[config.mk]
export PLATFORM = sky130hd
export DESIGN_NAME = dead_reckoning_pose_integrator_top
export DESIGN_NICKNAME = d
export VERILOG_FILES = /design/src/hdl/drpi_pkg.sv /design/src/hdl/drpi_sequencer.sv /design/src/hdl/drpi_cordic.sv /design/src/hdl/drpi_datapath.sv /design/src/hdl/dead_reckoning_pose_integrator_top.sv
export VERILOG_INCLUDE_DIRS = /design/src /design/src/hdl
export SDC_FILE = /design/constraint.sdc
export NUM_CORES = 2
export LEC_CHECK = 0
export BUFFER_PORTS_ARGS = -buffer_cell sky130_fd_sc_hd__buf_2
export CAP_MARGIN = 20
export CORE_MARGIN = 1
export CORE_UTILIZATION = 55
export DETAILED_ROUTE_END_ITERATION = 10
export PLACE_DENSITY = 0.72
export SLEW_MARGIN = 20
export SYNTH_ARGS = -nofsm -noshare
export SYNTH_HDL_FRONTEND = slang
export SYNTH_SLANG_ARGS = --single-unit
[constraint.sdc]
create_clock -name clk_i -period 10.51 [get_ports clk_i]
set_input_delay 2.102 -clock clk_i [delete_from_list [all_inputs] [get_ports clk_i]]
set_output_delay 2.102 -clock clk_i [all_outputs]
set_load 0.005 [all_outputs]
[src/hdl/dead_reckoning_pose_integrator_top_macros.svh]
// Assertion macros for the pose integrator.
// Each macro expects clk_i and rst_ni to be visible where it is used.
`ifndef DEAD_RECKONING_POSE_INTEGRATOR_TOP_MACROS_SVH
`define DEAD_RECKONING_POSE_INTEGRATOR_TOP_MACROS_SVH

// The consequent must hold in the same cycle as the antecedent.
`define DRPI_ASSERT_SAME(name, ante, cons) \
  name: assert property (@(posedge clk_i) disable iff (!rst_ni) (ante) |-> (cons)) \
    else $error("pose integrator check failed");

// The consequent must hold in the cycle after the antecedent.
`define DRPI_ASSERT_NEXT(name, ante, cons) \
  name: assert property (@(posedge clk_i) disable iff (!rst_ni) (ante) |=> (cons)) \
    else $error("pose integrator check failed");

`endif

[src/hdl/drpi_pkg.sv]
`timescale 1ns / 1ps

package drpi_pkg;

  // Field widths of the transfer payloads.
  localparam int STAMP_W = 48;
  localparam int VEL_W   = 24;
  localparam int RATE_W  = 32;
  localparam int POS_W   = 32;
  localparam int ANG_W   = 32;

  // Sine and cosine are Q1.15.
  localparam int TRIG_W   = 16;
  localparam int FRAC_Q15 = 15;
  localparam int Q15_MAX  = 32767;

  // CORDIC datapath: Q2.30 with headroom.
  localparam int                   CW          = 34;
  localparam int                   CORDIC_MAX  = 24;
  localparam int                   ITER_W      = 5;
  localparam logic signed [CW-1:0] CORDIC_GAIN = 34'sd652032874;
  localparam logic [ANG_W-1:0]     ANG_QUARTER = 32'h4000_0000;

  // Shared multiplier and accumulator.
  localparam int MUL_A_W = 32;
  localparam int MUL_B_W = 18;
  localparam int PROD_W  = MUL_A_W + MUL_B_W;
  localparam int ACC_W   = 64;
  localparam int SPLIT   = 17;

  // Rotated velocity, Q26.8, and the bit positions of the rounded results.
  localparam int G_W      = 34;
  localparam int G_SH     = 7;
  localparam int POS_SH   = 28;
  localparam int HDG_SH   = 20;
  localparam int RND_G_SH = G_SH - 1;
  localparam int RND_P_SH = POS_SH - 1;
  localparam int RND_H_SH = HDG_SH - 1;

  // Program counter and the steps of the program.
  localparam int             PC_W      = 5;
  localparam logic [PC_W-1:0] S_IDLE    = 5'd0;
  localparam logic [PC_W-1:0] S_ROT     = 5'd1;
  localparam logic [PC_W-1:0] S_TRIG    = 5'd2;
  localparam logic [PC_W-1:0] S_GX_MUL  = 5'd3;
  localparam logic [PC_W-1:0] S_GX_LOAD = 5'd4;
  localparam logic [PC_W-1:0] S_GX_SUB  = 5'd5;
  localparam logic [PC_W-1:0] S_GX_RND  = 5'd6;
  localparam logic [PC_W-1:0] S_GX_WR   = 5'd7;
  localparam logic [PC_W-1:0] S_GY_ADD  = 5'd8;
  localparam logic [PC_W-1:0] S_GY_RND  = 5'd9;
  localparam logic [PC_W-1:0] S_GY_WR   = 5'd10;
  localparam logic [PC_W-1:0] S_PX_ADD  = 5'd11;
  localparam logic [PC_W-1:0] S_PX_RND  = 5'd12;
  localparam logic [PC_W-1:0] S_PX_WR   = 5'd13;
  localparam logic [PC_W-1:0] S_PY_ADD  = 5'd14;
  localparam logic [PC_W-1:0] S_PY_RND  = 5'd15;
  localparam logic [PC_W-1:0] S_PY_WR   = 5'd16;
  localparam logic [PC_W-1:0] S_HD_ADD  = 5'd17;
  localparam logic [PC_W-1:0] S_HD_RND  = 5'd18;
  localparam logic [PC_W-1:0] S_HD_WR   = 5'd19;
  localparam logic [PC_W-1:0] S_OUT     = 5'd20;

  // Payload of one input transfer.
  typedef struct packed {
    logic        [STAMP_W-1:0] stamp;
    logic signed [VEL_W-1:0]   vel_x;
    logic signed [VEL_W-1:0]   vel_y;
    logic signed [RATE_W-1:0]  yaw_rate;
  } in_item_t;

  // Payload of one output transfer.
  typedef struct packed {
    logic signed [POS_W-1:0] pos_x;
    logic signed [POS_W-1:0] pos_y;
    logic        [ANG_W-1:0] heading;
  } out_item_t;

  // How the sequencer picks the next step.
  typedef enum logic [2:0] {
    JC_NEXT,
    JC_WAIT_IN,
    JC_LOOP,
    JC_WAIT_OUT,
    JC_ALWAYS
  } jcond_e;

  typedef enum logic [1:0] {
    A_VX,
    A_VY,
    A_DT
  } asel_e;

  typedef enum logic [2:0] {
    B_COS,
    B_SIN,
    B_GX_LO,
    B_GX_HI,
    B_GY_LO,
    B_GY_HI,
    B_WR_LO,
    B_WR_HI
  } bsel_e;

  typedef enum logic [1:0] {
    AO_HOLD,
    AO_LOAD,
    AO_ADD,
    AO_SUB
  } acc_op_e;

  typedef enum logic [1:0] {
    AS_PROD,
    AS_PROD_HI,
    AS_RND
  } acc_src_e;

  typedef enum logic [1:0] {
    RND_G,
    RND_P,
    RND_H
  } rnd_e;

  typedef enum logic [2:0] {
    WR_NONE,
    WR_GX,
    WR_GY,
    WR_PX,
    WR_PY,
    WR_HD
  } wsel_e;

  // One control word of the program.
  typedef struct packed {
    jcond_e          jc;
    logic [PC_W-1:0] target;
    logic            cordic_step;
    logic            trig_load;
    asel_e           a_sel;
    bsel_e           b_sel;
    acc_op_e         acc_op;
    acc_src_e        acc_src;
    rnd_e            rnd;
    wsel_e           wsel;
    logic            out_load;
  } ucw_t;

  // Status that steers the sequencer.
  typedef struct packed {
    logic in_fire;
    logic iter_last;
    logic out_free;
  } stat_t;

  localparam ucw_t UCW_NOP = '{
    jc: JC_NEXT, target: S_IDLE, cordic_step: 1'b0, trig_load: 1'b0,
    a_sel: A_VX, b_sel: B_COS, acc_op: AO_HOLD, acc_src: AS_PROD,
    rnd: RND_G, wsel: WR_NONE, out_load: 1'b0
  };

  // Arctangent of 2^-i in binary-angle units, 2^32 per turn.
  function automatic logic [ANG_W-1:0] cordic_atan(input logic [ITER_W-1:0] i);
    logic [ANG_W-1:0] a;
    case (i)
      5'd0:    a = 32'd536870912;
      5'd1:    a = 32'd316933406;
      5'd2:    a = 32'd167458907;
      5'd3:    a = 32'd85004756;
      5'd4:    a = 32'd42667331;
      5'd5:    a = 32'd21354465;
      5'd6:    a = 32'd10679838;
      5'd7:    a = 32'd5340245;
      5'd8:    a = 32'd2670163;
      5'd9:    a = 32'd1335087;
      5'd10:   a = 32'd667544;
      5'd11:   a = 32'd333772;
      5'd12:   a = 32'd166886;
      5'd13:   a = 32'd83443;
      5'd14:   a = 32'd41722;
      5'd15:   a = 32'd20861;
      5'd16:   a = 32'd10430;
      5'd17:   a = 32'd5215;
      5'd18:   a = 32'd2608;
      5'd19:   a = 32'd1304;
      5'd20:   a = 32'd652;
      5'd21:   a = 32'd326;
      5'd22:   a = 32'd163;
      5'd23:   a = 32'd81;
      default: a = '0;
    endcase
    return a;
  endfunction

  // The program. A multiply issued in one step lands in the product
  // register for the accumulator in the next step.
  function automatic ucw_t ucode(input logic [PC_W-1:0] pc);
    ucw_t w;
    w = UCW_NOP;
    case (pc)
      S_IDLE: begin
        w.jc = JC_WAIT_IN;
      end
      S_ROT: begin
        w.cordic_step = 1'b1;
        w.jc          = JC_LOOP;
        w.target      = S_ROT;
      end
      S_TRIG: begin
        w.trig_load = 1'b1;
      end
      S_GX_MUL: begin
        w.a_sel = A_VX;
        w.b_sel = B_COS;
      end
      S_GX_LOAD: begin
        w.a_sel  = A_VY;
        w.b_sel  = B_SIN;
        w.acc_op = AO_LOAD;
      end
      S_GX_SUB: begin
        w.a_sel  = A_VX;
        w.b_sel  = B_SIN;
        w.acc_op = AO_SUB;
      end
      S_GX_RND: begin
        w.a_sel   = A_VX;
        w.b_sel   = B_SIN;
        w.acc_op  = AO_ADD;
        w.acc_src = AS_RND;
        w.rnd     = RND_G;
      end
      S_GX_WR: begin
        w.wsel   = WR_GX;
        w.a_sel  = A_VY;
        w.b_sel  = B_COS;
        w.acc_op = AO_LOAD;
      end
      S_GY_ADD: begin
        w.a_sel  = A_DT;
        w.b_sel  = B_GX_LO;
        w.acc_op = AO_ADD;
      end
      S_GY_RND: begin
        w.a_sel   = A_DT;
        w.b_sel   = B_GX_LO;
        w.acc_op  = AO_ADD;
        w.acc_src = AS_RND;
        w.rnd     = RND_G;
      end
      S_GY_WR: begin
        w.wsel   = WR_GY;
        w.a_sel  = A_DT;
        w.b_sel  = B_GX_HI;
        w.acc_op = AO_LOAD;
      end
      S_PX_ADD: begin
        w.a_sel   = A_DT;
        w.b_sel   = B_GY_LO;
        w.acc_op  = AO_ADD;
        w.acc_src = AS_PROD_HI;
      end
      S_PX_RND: begin
        w.a_sel   = A_DT;
        w.b_sel   = B_GY_LO;
        w.acc_op  = AO_ADD;
        w.acc_src = AS_RND;
        w.rnd     = RND_P;
      end
      S_PX_WR: begin
        w.wsel   = WR_PX;
        w.a_sel  = A_DT;
        w.b_sel  = B_GY_HI;
        w.acc_op = AO_LOAD;
      end
      S_PY_ADD: begin
        w.a_sel   = A_DT;
        w.b_sel   = B_WR_LO;
        w.acc_op  = AO_ADD;
        w.acc_src = AS_PROD_HI;
      end
      S_PY_RND: begin
        w.a_sel   = A_DT;
        w.b_sel   = B_WR_LO;
        w.acc_op  = AO_ADD;
        w.acc_src = AS_RND;
        w.rnd     = RND_P;
      end
      S_PY_WR: begin
        w.wsel   = WR_PY;
        w.a_sel  = A_DT;
        w.b_sel  = B_WR_HI;
        w.acc_op = AO_LOAD;
      end
      S_HD_ADD: begin
        w.acc_op  = AO_ADD;
        w.acc_src = AS_PROD_HI;
      end
      S_HD_RND: begin
        w.acc_op  = AO_ADD;
        w.acc_src = AS_RND;
        w.rnd     = RND_H;
      end
      S_HD_WR: begin
        w.wsel = WR_HD;
      end
      S_OUT: begin
        w.out_load = 1'b1;
        w.jc       = JC_WAIT_OUT;
        w.target   = S_IDLE;
      end
      default: begin
        w.jc     = JC_ALWAYS;
        w.target = S_IDLE;
      end
    endcase
    return w;
  endfunction

endpackage

[src/hdl/drpi_sequencer.sv]
`timescale 1ns / 1ps

module drpi_sequencer (
  input  logic            clk_i,
  input  logic            rst_ni,
  input  drpi_pkg::stat_t stat_i,
  output drpi_pkg::ucw_t  ctrl_o
);

  logic [drpi_pkg::PC_W-1:0] pc_q;
  logic [drpi_pkg::PC_W-1:0] pc_d;
  logic [drpi_pkg::PC_W-1:0] pc_inc;

  // Fetch the control word of the current step.
  assign ctrl_o = drpi_pkg::ucode(pc_q);
  assign pc_inc = pc_q + drpi_pkg::PC_W'(1);

  // Next step from the jump condition of the current word.
  always_comb begin
    case (ctrl_o.jc)
      drpi_pkg::JC_NEXT:     pc_d = pc_inc;
      drpi_pkg::JC_WAIT_IN:  pc_d = stat_i.in_fire ? pc_inc : pc_q;
      drpi_pkg::JC_LOOP:     pc_d = stat_i.iter_last ? pc_inc : ctrl_o.target;
      drpi_pkg::JC_WAIT_OUT: pc_d = stat_i.out_free ? ctrl_o.target : pc_q;
      drpi_pkg::JC_ALWAYS:   pc_d = ctrl_o.target;
      default:               pc_d = drpi_pkg::S_IDLE;
    endcase
  end

  always_ff @(posedge clk_i or negedge rst_ni) begin
    if (!rst_ni) begin
      pc_q <= drpi_pkg::S_IDLE;
    end else begin
      pc_q <= pc_d;
    end
  end

endmodule

[src/hdl/drpi_cordic.sv]
`timescale 1ns / 1ps

module drpi_cordic #(
  parameter int TRIG_BITS = 16
) (
  input  logic                                   clk_i,
  input  logic                                   rst_ni,
  input  logic                                   start_i,
  input  logic [drpi_pkg::ANG_W-1:0]             heading_i,
  input  logic                                   step_i,
  input  logic                                   load_i,
  output logic                                   iter_last_o,
  output logic signed [drpi_pkg::TRIG_W-1:0]     cos_o,
  output logic signed [drpi_pkg::TRIG_W-1:0]     sin_o
);

  localparam int CW = drpi_pkg::CW;
  localparam int RW = CW - drpi_pkg::FRAC_Q15 + 1;
  localparam int QW = drpi_pkg::TRIG_W;
  localparam logic [drpi_pkg::ITER_W-1:0] LAST_ITER = drpi_pkg::ITER_W'(TRIG_BITS - 1);
  localparam logic signed [RW-1:0] R_MAX = RW'(drpi_pkg::Q15_MAX);
  localparam logic signed [RW-1:0] R_MIN = -R_MAX;
  localparam logic signed [CW:0]   Q15_HALF = (CW + 1)'(1) <<< (drpi_pkg::FRAC_Q15 - 1);

  logic signed [CW-1:0]            x_q, y_q, z_q;
  logic signed [CW-1:0]            x_d, y_d, z_d;
  logic signed [CW-1:0]            x_sh, y_sh, atan_v;
  logic signed [CW-1:0]            z_start, x_fin, y_fin;
  logic [drpi_pkg::ANG_W-1:0]      quarter, b_ang;
  logic                            flip_d, flip_q;
  logic [drpi_pkg::ITER_W-1:0]     iter_q;
  logic signed [QW-1:0]            cos_q, sin_q;

  // Round Q2.30 to Q1.15 (add half, floor) and clamp to the symmetric range.
  function automatic logic signed [QW-1:0] to_q15(input logic signed [CW-1:0] v);
    logic signed [CW:0]   sum;
    logic signed [RW-1:0] r;
    sum = (CW + 1)'(v) + Q15_HALF;
    r   = sum[CW:drpi_pkg::FRAC_Q15];
    if (r > R_MAX) begin
      return R_MAX[QW-1:0];
    end else if (r < R_MIN) begin
      return R_MIN[QW-1:0];
    end
    return r[QW-1:0];
  endfunction

  // Fold the left half plane by half a turn; the results are negated later.
  always_comb begin
    quarter = heading_i + drpi_pkg::ANG_QUARTER;
    flip_d  = quarter[drpi_pkg::ANG_W-1];
    b_ang   = heading_i ^ {flip_d, {(drpi_pkg::ANG_W-1){1'b0}}};
    z_start = CW'($signed(b_ang));
  end

  // One micro-rotation per step, direction from the sign of the residual angle.
  always_comb begin
    x_sh   = x_q >>> iter_q;
    y_sh   = y_q >>> iter_q;
    atan_v = CW'(drpi_pkg::cordic_atan(iter_q));
    if (!z_q[CW-1]) begin
      x_d = x_q - y_sh;
      y_d = y_q + x_sh;
      z_d = z_q - atan_v;
    end else begin
      x_d = x_q + y_sh;
      y_d = y_q - x_sh;
      z_d = z_q + atan_v;
    end
  end

  assign x_fin = flip_q ? -x_q : x_q;
  assign y_fin = flip_q ? -y_q : y_q;

  always_ff @(posedge clk_i) begin
    if (start_i) begin
      x_q    <= drpi_pkg::CORDIC_GAIN;
      y_q    <= '0;
      z_q    <= z_start;
      flip_q <= flip_d;
    end else if (step_i) begin
      x_q <= x_d;
      y_q <= y_d;
      z_q <= z_d;
    end
    if (load_i) begin
      cos_q <= to_q15(x_fin);
      sin_q <= to_q15(y_fin);
    end
  end

  // Iteration counter; it also indexes the arctangent table.
  always_ff @(posedge clk_i or negedge rst_ni) begin
    if (!rst_ni) begin
      iter_q <= '0;
    end else if (start_i) begin
      iter_q <= '0;
    end else if (step_i) begin
      iter_q <= iter_q + drpi_pkg::ITER_W'(1);
    end
  end

  assign iter_last_o = (iter_q == LAST_ITER);
  assign cos_o       = cos_q;
  assign sin_o       = sin_q;

endmodule

[src/hdl/drpi_datapath.sv]
`timescale 1ns / 1ps

module drpi_datapath #(
  parameter int DELTA_LIMIT_BITS = 20
) (
  input  logic                               clk_i,
  input  logic                               rst_ni,
  input  drpi_pkg::ucw_t                     ctrl_i,
  input  logic                               in_fire_i,
  input  drpi_pkg::in_item_t                 in_data_i,
  input  logic signed [drpi_pkg::TRIG_W-1:0] cos_i,
  input  logic signed [drpi_pkg::TRIG_W-1:0] sin_i,
  output drpi_pkg::out_item_t                pose_o
);

  localparam int DT_W  = DELTA_LIMIT_BITS + 2;
  localparam int SW    = drpi_pkg::STAMP_W;
  localparam int AW    = drpi_pkg::MUL_A_W;
  localparam int BW    = drpi_pkg::MUL_B_W;
  localparam int PW    = drpi_pkg::PROD_W;
  localparam int ACW   = drpi_pkg::ACC_W;
  localparam int GW    = drpi_pkg::G_W;
  localparam int SPL   = drpi_pkg::SPLIT;
  localparam int RTW   = drpi_pkg::RATE_W;
  localparam int POSW  = drpi_pkg::POS_W;
  localparam int ANGW  = drpi_pkg::ANG_W;

  localparam logic signed [SW:0] LIM_POS =
    {{(SW - DELTA_LIMIT_BITS){1'b0}}, 1'b1, {DELTA_LIMIT_BITS{1'b0}}};
  localparam logic signed [SW:0]     LIM_NEG = -LIM_POS;
  localparam logic signed [DT_W-1:0] DT_MAX  = {2'b01, {DELTA_LIMIT_BITS{1'b0}}};
  localparam logic signed [DT_W-1:0] DT_MIN  = {2'b11, {DELTA_LIMIT_BITS{1'b0}}};

  logic [SW-1:0]                   last_stamp_q;
  logic                            seen_q;
  logic signed [SW:0]              diff;
  logic signed [DT_W-1:0]          dt_d, dt_q;
  logic signed [drpi_pkg::VEL_W-1:0] vx_q, vy_q;
  logic signed [RTW-1:0]           wr_q;
  logic signed [AW-1:0]            mul_a;
  logic signed [BW-1:0]            mul_b;
  logic signed [PW-1:0]            prod_d, prod_q;
  logic [ACW-1:0]                  addend, acc_d, acc_q;
  logic [GW-1:0]                   gx_q, gy_q;
  logic [POSW-1:0]                 pos_x_q, pos_y_q;
  logic [ANGW-1:0]                 heading_q;

  // Time since the previous item, saturated; zero until a stamp was seen.
  always_comb begin
    diff = $signed({1'b0, in_data_i.stamp}) - $signed({1'b0, last_stamp_q});
    if (!seen_q) begin
      dt_d = '0;
    end else if (diff > LIM_POS) begin
      dt_d = DT_MAX;
    end else if (diff < LIM_NEG) begin
      dt_d = DT_MIN;
    end else begin
      dt_d = diff[DT_W-1:0];
    end
  end

  // Operand selection for the shared multiplier. Wide operands are split
  // into an unsigned low part and a signed high part.
  always_comb begin
    case (ctrl_i.a_sel)
      drpi_pkg::A_VX: mul_a = AW'(vx_q);
      drpi_pkg::A_VY: mul_a = AW'(vy_q);
      drpi_pkg::A_DT: mul_a = AW'(dt_q);
      default:        mul_a = '0;
    endcase
    case (ctrl_i.b_sel)
      drpi_pkg::B_COS:   mul_b = BW'(cos_i);
      drpi_pkg::B_SIN:   mul_b = BW'(sin_i);
      drpi_pkg::B_GX_LO: mul_b = {1'b0, gx_q[SPL-1:0]};
      drpi_pkg::B_GX_HI: mul_b = BW'($signed(gx_q[GW-1:SPL]));
      drpi_pkg::B_GY_LO: mul_b = {1'b0, gy_q[SPL-1:0]};
      drpi_pkg::B_GY_HI: mul_b = BW'($signed(gy_q[GW-1:SPL]));
      drpi_pkg::B_WR_LO: mul_b = {1'b0, wr_q[SPL-1:0]};
      drpi_pkg::B_WR_HI: mul_b = BW'($signed(wr_q[RTW-1:SPL]));
      default:           mul_b = '0;
    endcase
    prod_d = mul_a * mul_b;
  end

  // Accumulator addend: product, product weighted by the split, or a
  // rounding half.
  always_comb begin
    case (ctrl_i.acc_src)
      drpi_pkg::AS_PROD:    addend = ACW'(prod_q);
      drpi_pkg::AS_PROD_HI: addend = ACW'(prod_q) << SPL;
      drpi_pkg::AS_RND: begin
        case (ctrl_i.rnd)
          drpi_pkg::RND_G: addend = ACW'(1) << drpi_pkg::RND_G_SH;
          drpi_pkg::RND_P: addend = ACW'(1) << drpi_pkg::RND_P_SH;
          drpi_pkg::RND_H: addend = ACW'(1) << drpi_pkg::RND_H_SH;
          default:         addend = '0;
        endcase
      end
      default: addend = '0;
    endcase
    case (ctrl_i.acc_op)
      drpi_pkg::AO_LOAD: acc_d = addend;
      drpi_pkg::AO_ADD:  acc_d = acc_q + addend;
      drpi_pkg::AO_SUB:  acc_d = acc_q - addend;
      default:           acc_d = acc_q;
    endcase
  end

  // Captured item, product and accumulator, and the rotated velocity.
  always_ff @(posedge clk_i) begin
    if (in_fire_i) begin
      vx_q <= in_data_i.vel_x;
      vy_q <= in_data_i.vel_y;
      wr_q <= in_data_i.yaw_rate;
      dt_q <= dt_d;
    end
    prod_q <= prod_d;
    acc_q  <= acc_d;
    if (ctrl_i.wsel == drpi_pkg::WR_GX) begin
      gx_q <= acc_q[drpi_pkg::G_SH+GW-1:drpi_pkg::G_SH];
    end
    if (ctrl_i.wsel == drpi_pkg::WR_GY) begin
      gy_q <= acc_q[drpi_pkg::G_SH+GW-1:drpi_pkg::G_SH];
    end
  end

  // Integrated pose and time base.
  always_ff @(posedge clk_i or negedge rst_ni) begin
    if (!rst_ni) begin
      last_stamp_q <= '0;
      seen_q       <= 1'b0;
      pos_x_q      <= '0;
      pos_y_q      <= '0;
      heading_q    <= '0;
    end else begin
      if (in_fire_i) begin
        last_stamp_q <= in_data_i.stamp;
        seen_q       <= 1'b1;
      end
      case (ctrl_i.wsel)
        drpi_pkg::WR_PX:
          pos_x_q <= pos_x_q + acc_q[drpi_pkg::POS_SH+POSW-1:drpi_pkg::POS_SH];
        drpi_pkg::WR_PY:
          pos_y_q <= pos_y_q + acc_q[drpi_pkg::POS_SH+POSW-1:drpi_pkg::POS_SH];
        drpi_pkg::WR_HD:
          heading_q <= heading_q + acc_q[drpi_pkg::HDG_SH+ANGW-1:drpi_pkg::HDG_SH];
        default: begin
        end
      endcase
    end
  end

  always_comb begin
    pose_o.pos_x   = pos_x_q;
    pose_o.pos_y   = pos_y_q;
    pose_o.heading = heading_q;
  end

endmodule

[src/hdl/dead_reckoning_pose_integrator_top.sv]
// Planar odometry pose integrator. Each input transfer carries a timestamp,
// a body-frame velocity and a yaw rate; the block rotates the velocity by
// the stored heading (CORDIC sine and cosine, TRIG_BITS iterations),
// integrates x, y and heading over the time since the previous item
// (saturated to plus or minus 2^DELTA_LIMIT_BITS ticks, zero for the first
// item after reset) and emits the updated pose as one output transfer. A
// small microcoded sequencer drives one CORDIC unit and one shared 32x18
// multiplier with a 64-bit accumulator. The time one item takes is set by
// the CORDIC loop and the ten products that go through the shared
// multiplier one after another; a new item is taken only once the
// previous one is through. The output register holds a finished pose
// while the next item is already taken in.
`timescale 1ns / 1ps
`include "dead_reckoning_pose_integrator_top_macros.svh"

module dead_reckoning_pose_integrator_top #(
  parameter int TRIG_BITS        = 16,
  parameter int DELTA_LIMIT_BITS = 20
) (
  input  logic                clk_i,
  input  logic                rst_ni,
  input  logic                in_valid_i,
  output logic                in_ready_o,
  input  drpi_pkg::in_item_t  in_data_i,
  output logic                out_valid_o,
  input  logic                out_ready_i,
  output drpi_pkg::out_item_t out_data_o
);

  drpi_pkg::ucw_t                     ctrl;
  drpi_pkg::stat_t                    stat;
  drpi_pkg::out_item_t                pose;
  drpi_pkg::out_item_t                out_q;
  logic                               out_valid_q;
  logic                               out_valid_d;
  logic                               in_fire;
  logic                               out_free;
  logic                               out_fire_load;
  logic                               iter_last;
  logic signed [drpi_pkg::TRIG_W-1:0] cos_v;
  logic signed [drpi_pkg::TRIG_W-1:0] sin_v;

  // Input handshake: items are taken only in the idle step.
  assign in_ready_o    = (ctrl.jc == drpi_pkg::JC_WAIT_IN);
  assign in_fire       = in_valid_i & in_ready_o;
  assign out_free      = ~out_valid_q | out_ready_i;
  assign out_fire_load = ctrl.out_load & out_free;

  always_comb begin
    stat.in_fire   = in_fire;
    stat.iter_last = iter_last;
    stat.out_free  = out_free;
  end

  drpi_sequencer u_seq (
    .clk_i  (clk_i),
    .rst_ni (rst_ni),
    .stat_i (stat),
    .ctrl_o (ctrl)
  );

  drpi_cordic #(
    .TRIG_BITS (TRIG_BITS)
  ) u_cordic (
    .clk_i       (clk_i),
    .rst_ni      (rst_ni),
    .start_i     (in_fire),
    .heading_i   (pose.heading),
    .step_i      (ctrl.cordic_step),
    .load_i      (ctrl.trig_load),
    .iter_last_o (iter_last),
    .cos_o       (cos_v),
    .sin_o       (sin_v)
  );

  drpi_datapath #(
    .DELTA_LIMIT_BITS (DELTA_LIMIT_BITS)
  ) u_dp (
    .clk_i     (clk_i),
    .rst_ni    (rst_ni),
    .ctrl_i    (ctrl),
    .in_fire_i (in_fire),
    .in_data_i (in_data_i),
    .cos_i     (cos_v),
    .sin_i     (sin_v),
    .pose_o    (pose)
  );

  // Output register: loaded when the final step finds it free.
  always_comb begin
    out_valid_d = out_valid_q;
    if (out_fire_load) begin
      out_valid_d = 1'b1;
    end else if (out_ready_i) begin
      out_valid_d = 1'b0;
    end
  end

  always_ff @(posedge clk_i or negedge rst_ni) begin
    if (!rst_ni) begin
      out_valid_q <= 1'b0;
    end else begin
      out_valid_q <= out_valid_d;
    end
  end

  always_ff @(posedge clk_i) begin
    if (out_fire_load) begin
      out_q <= pose;
    end
  end

  assign out_valid_o = out_valid_q;
  assign out_data_o  = out_q;

  // Once an item is taken the sequencer leaves the idle step.
  `DRPI_ASSERT_NEXT(a_busy_after_take, in_fire, !in_ready_o)
  // A new result only appears after the final step of the program.
  `DRPI_ASSERT_SAME(a_result_from_final, $rose(out_valid_q), $past(ctrl.jc == drpi_pkg::JC_WAIT_OUT))
  // After a result is loaded the block is ready for the next item.
  `DRPI_ASSERT_NEXT(a_idle_after_result, out_fire_load, in_ready_o)

endmodule

==> flow_summary.ini <==
[run_status]
run_status = finished, final reports clean

[yosys]
synth_flop_cell = edfxtp_1
async_flop_share_pct = 23.4
synthCells = 7593
mappedNetlistArea_sq_um = 66900
ys_seq_elements = 667
synth_fp_nets = 8601
syn_avg_cell_area_sq_um = 8.81
yosysUniqueCellTypes = 123
yosysWarnings = 0
synth_edf_count = 393
ys_seq_area_share_pct = 27.0

[sta]
worst_slew_pin_slew_ns = 1.19
setup_viol = 0
finalCritPeriodShare_pct = 95.2
rsz0062_at_grt = no
whs_ns = 0.469
fin_setup_tns_ns = 0
hold_viol = 0
skew_ns = 0.0593
slew_viol_final = 0
fin_crit_ns = 10.00
relSlewSlack_pct = 20.2
max_freq_mhz = 100

[placed_design]
dpl.cell_count = 9184
hpwl_mm = 153
portBuffers = 229
gp_congestion = 0.984

[setup_path]
critPathArrivalTime_ns = 10.63
crit_required_ns = 11.14
cp-start-kind = flip-flop
end_kind = flip-flop
critPathKind = reg2reg
cp_common_cell = fa_1
critPathLaunch = u_seq.pc_q[0]
cpMaxStageDelayCell = fa_1
rr_worst_depth = 35
path_max_fanout = 31
cpPeakStageDelay_ns = 0.56
reg2reg_from = u_seq.pc_q[0]

[floorplan]
rows = 127
core-area_sq_um = 120000
die_y_um = 351
fp.dieW_um = 351
dieArea_sq_um = 123000
start_util_pct = 55.6
top_level_ports = 230

[routing]
viasPerCell = 6.14
route.detailed.drc = 0
ant_nets = 0
vias = 57279
routedWlPerCell_um = 21.5
dr.pass1.iters = 9
drt-initial-drc-count = 5882
drt-total-wl_mm = 201

[cts]
cts_sinks = 667
cts_tree = yes
cts_buffer_depth = 3
cts_setup_buffers = 0
clkTransAtPathRegs_ns = 0.06
cts_resized = 0
cts_root_buf = clkbuf_16
insertion_delay_ns = 0.71
numCtsBuffers = 79
ctsHoldBuffers = 0
htreeDepth = 3

[layout]
drive_above_1_share_pct = 9.31
area.growth.synth_to_final_pct = 8.05
nNetsFinal = 8661
fin_cells = 9334
final_util_pct = 60.1

[grt]
antenna_found_initial = 4
grt_pass1_wl_mm = 310
grt_usage_pct = 32.2
grt_max_degree = 99
grt_remaining_overflow = 0
grt_pass1_vias = 54333

[job]
cap_violations = 0

[hold_path]
hp-class = reg2reg
worstHoldPathCells = 1
min_from = u_dp.pos_y_q[31]
layout by cell type, fill, tap and decap left out, drive strengths merged, types with 70 or more instances in the layout:
master    n
a21o    199
ha      428
dfrtp   156
nand2   857
mux2i   106
edfxtp  393
nand3   134
a31oi    78
dfxtp   118
xor2    219
a21oi   540
clkbuf  110
fa      448
mux4     70
xnor2   281
inv     732
o21a     88
nand2b   82
nor2    674
o21ai   552
nor3    109
buf     360
synthesized netlist by cell type (14+ instances only):
cell | n | share of area [%]
a22oi_1 | 43 | 0.48
o21ai_1 | 52 | 0.39
nor2_1 | 672 | 3.8
nand2b_1 | 82 | 0.77
clkbuf_1 | 282 | 1.6
a21o_1 | 199 | 2.2
or3_1 | 31 | 0.29
o2111ai_1 | 14 | 0.18
dfxtp_1 | 118 | 3.5
a211o_1 | 14 | 0.18
o22ai_1 | 33 | 0.31
nand2_1 | 855 | 4.8
buf_2 | 29 | 0.22
xnor2_1 | 281 | 3.7
dfrtp_1 | 156 | 5.8
or2_2 | 37 | 0.35
buf_1 | 34 | 0.19
mux2i_1 | 104 | 1.6
nand4_1 | 59 | 0.55
nor4_1 | 34 | 0.32
o21a_1 | 88 | 0.99
a21boi_0 | 15 | 0.17
mux2_2 | 28 | 0.47
nor2b_1 | 60 | 0.56
edfxtp_1 | 393 | 18
ha_1 | 428 | 8.0
a211oi_1 | 51 | 0.57
nand3_1 | 133 | 0.99
and2_1 | 59 | 0.55
fa_1 | 448 | 13
xor2_1 | 219 | 2.9
inv_1 | 722 | 4.0
o31ai_1 | 47 | 0.53
a31oi_1 | 78 | 0.73
a21oi_1 | 539 | 4.0
and3_1 | 56 | 0.52
o211ai_1 | 28 | 0.31
nor3_1 | 108 | 0.81
o21bai_1 | 48 | 0.54
buf_6 | 24 | 0.40
o21ai_0 | 497 | 3.7
mux4_2 | 65 | 2.2
worst max-delay path, delay by kind of cell (launching register included):
family	cells	cell delay, ns
AO/OA/AOI/OAI	12	3.03
XOR/XNOR	1	0.15
adder cells (fa/ha/maj)	9	3.65
buffers and inverters	8	1.24
flip-flops	1	0.41
AND/OR/NAND/NOR	5	1.40
through the flow:
step	area [sq um]	setup WS [ns]
finish	72300	0.509
global route	72300	0.0237
CTS	72300	0.0937
detailed placement	69500	0.203
global placement	69500	0.523
floorplan	66900	1.35
flip-flops by register name, indices dropped and copies added (netlist names), 34 cells and up:
signal	flops
u_dp.gy_q	34
u_dp.acc_q	60
out_data_o	96
u_cordic.z_q	34
u_cordic.y_q	34
u_dp.last_stamp_q	48
u_dp.prod_q	50
u_cordic.x_q	34
u_dp.gx_q	34
layout make-up:
cell class                 instances  area, sq um
sequential                       667        18100
clock buffer                     110         2180
inverter                         729         2740
multi-input combinational       5816        44500
antenna                            2         5.00
timing repair buffer             360         2160
fill                           10498        48000
tap                             1612         2020
clock inverter                    38          583
metal layers:
metal / vias to the layer above / share of wire, % / GRT usage (%)
met5: - / 0.0070 / 0
met4: 2 / 3.6 / 11.7
met3: 377 / 10 / 6.44
met2: 2568 / 44 / 48.7
met1: 27820 / 42 / 45.8
li1: 26512 / - / -
worst paths after layout:
| path | to | slack, ns |
|---|---|---|
| setup / recovery | u_dp.prod_q[45] | 0.51 |
| max in group asynchronous | u_dp.heading_q[29] | 7.18 |
| min in group asynchronous | u_dp.last_stamp_q[30] | 1.35 |
| setup reg to reg | u_dp.prod_q[45] | 0.51 |
| hold / removal | u_dp.pos_y_q[31] | 0.47 |
| hold reg to reg | u_dp.pos_y_q[31] | 0.47 |
cell families after synthesis:
kind of cell,after synthesis,share of synthesized area (%)
muxes,209,4.55
adders and majority gates,876,21.4
AOI/OAI and AO/OA,1947,18.2
and+or+nand+nor,2284,15.6
buffers and inverters,1110,6.70
DFF,667,27.0
xor gates and xnor gates,500,6.54
Power is left out: the tool's default activity adds up to more than one toggle a clock period on the data nets, which glitch-free logic cannot reach.
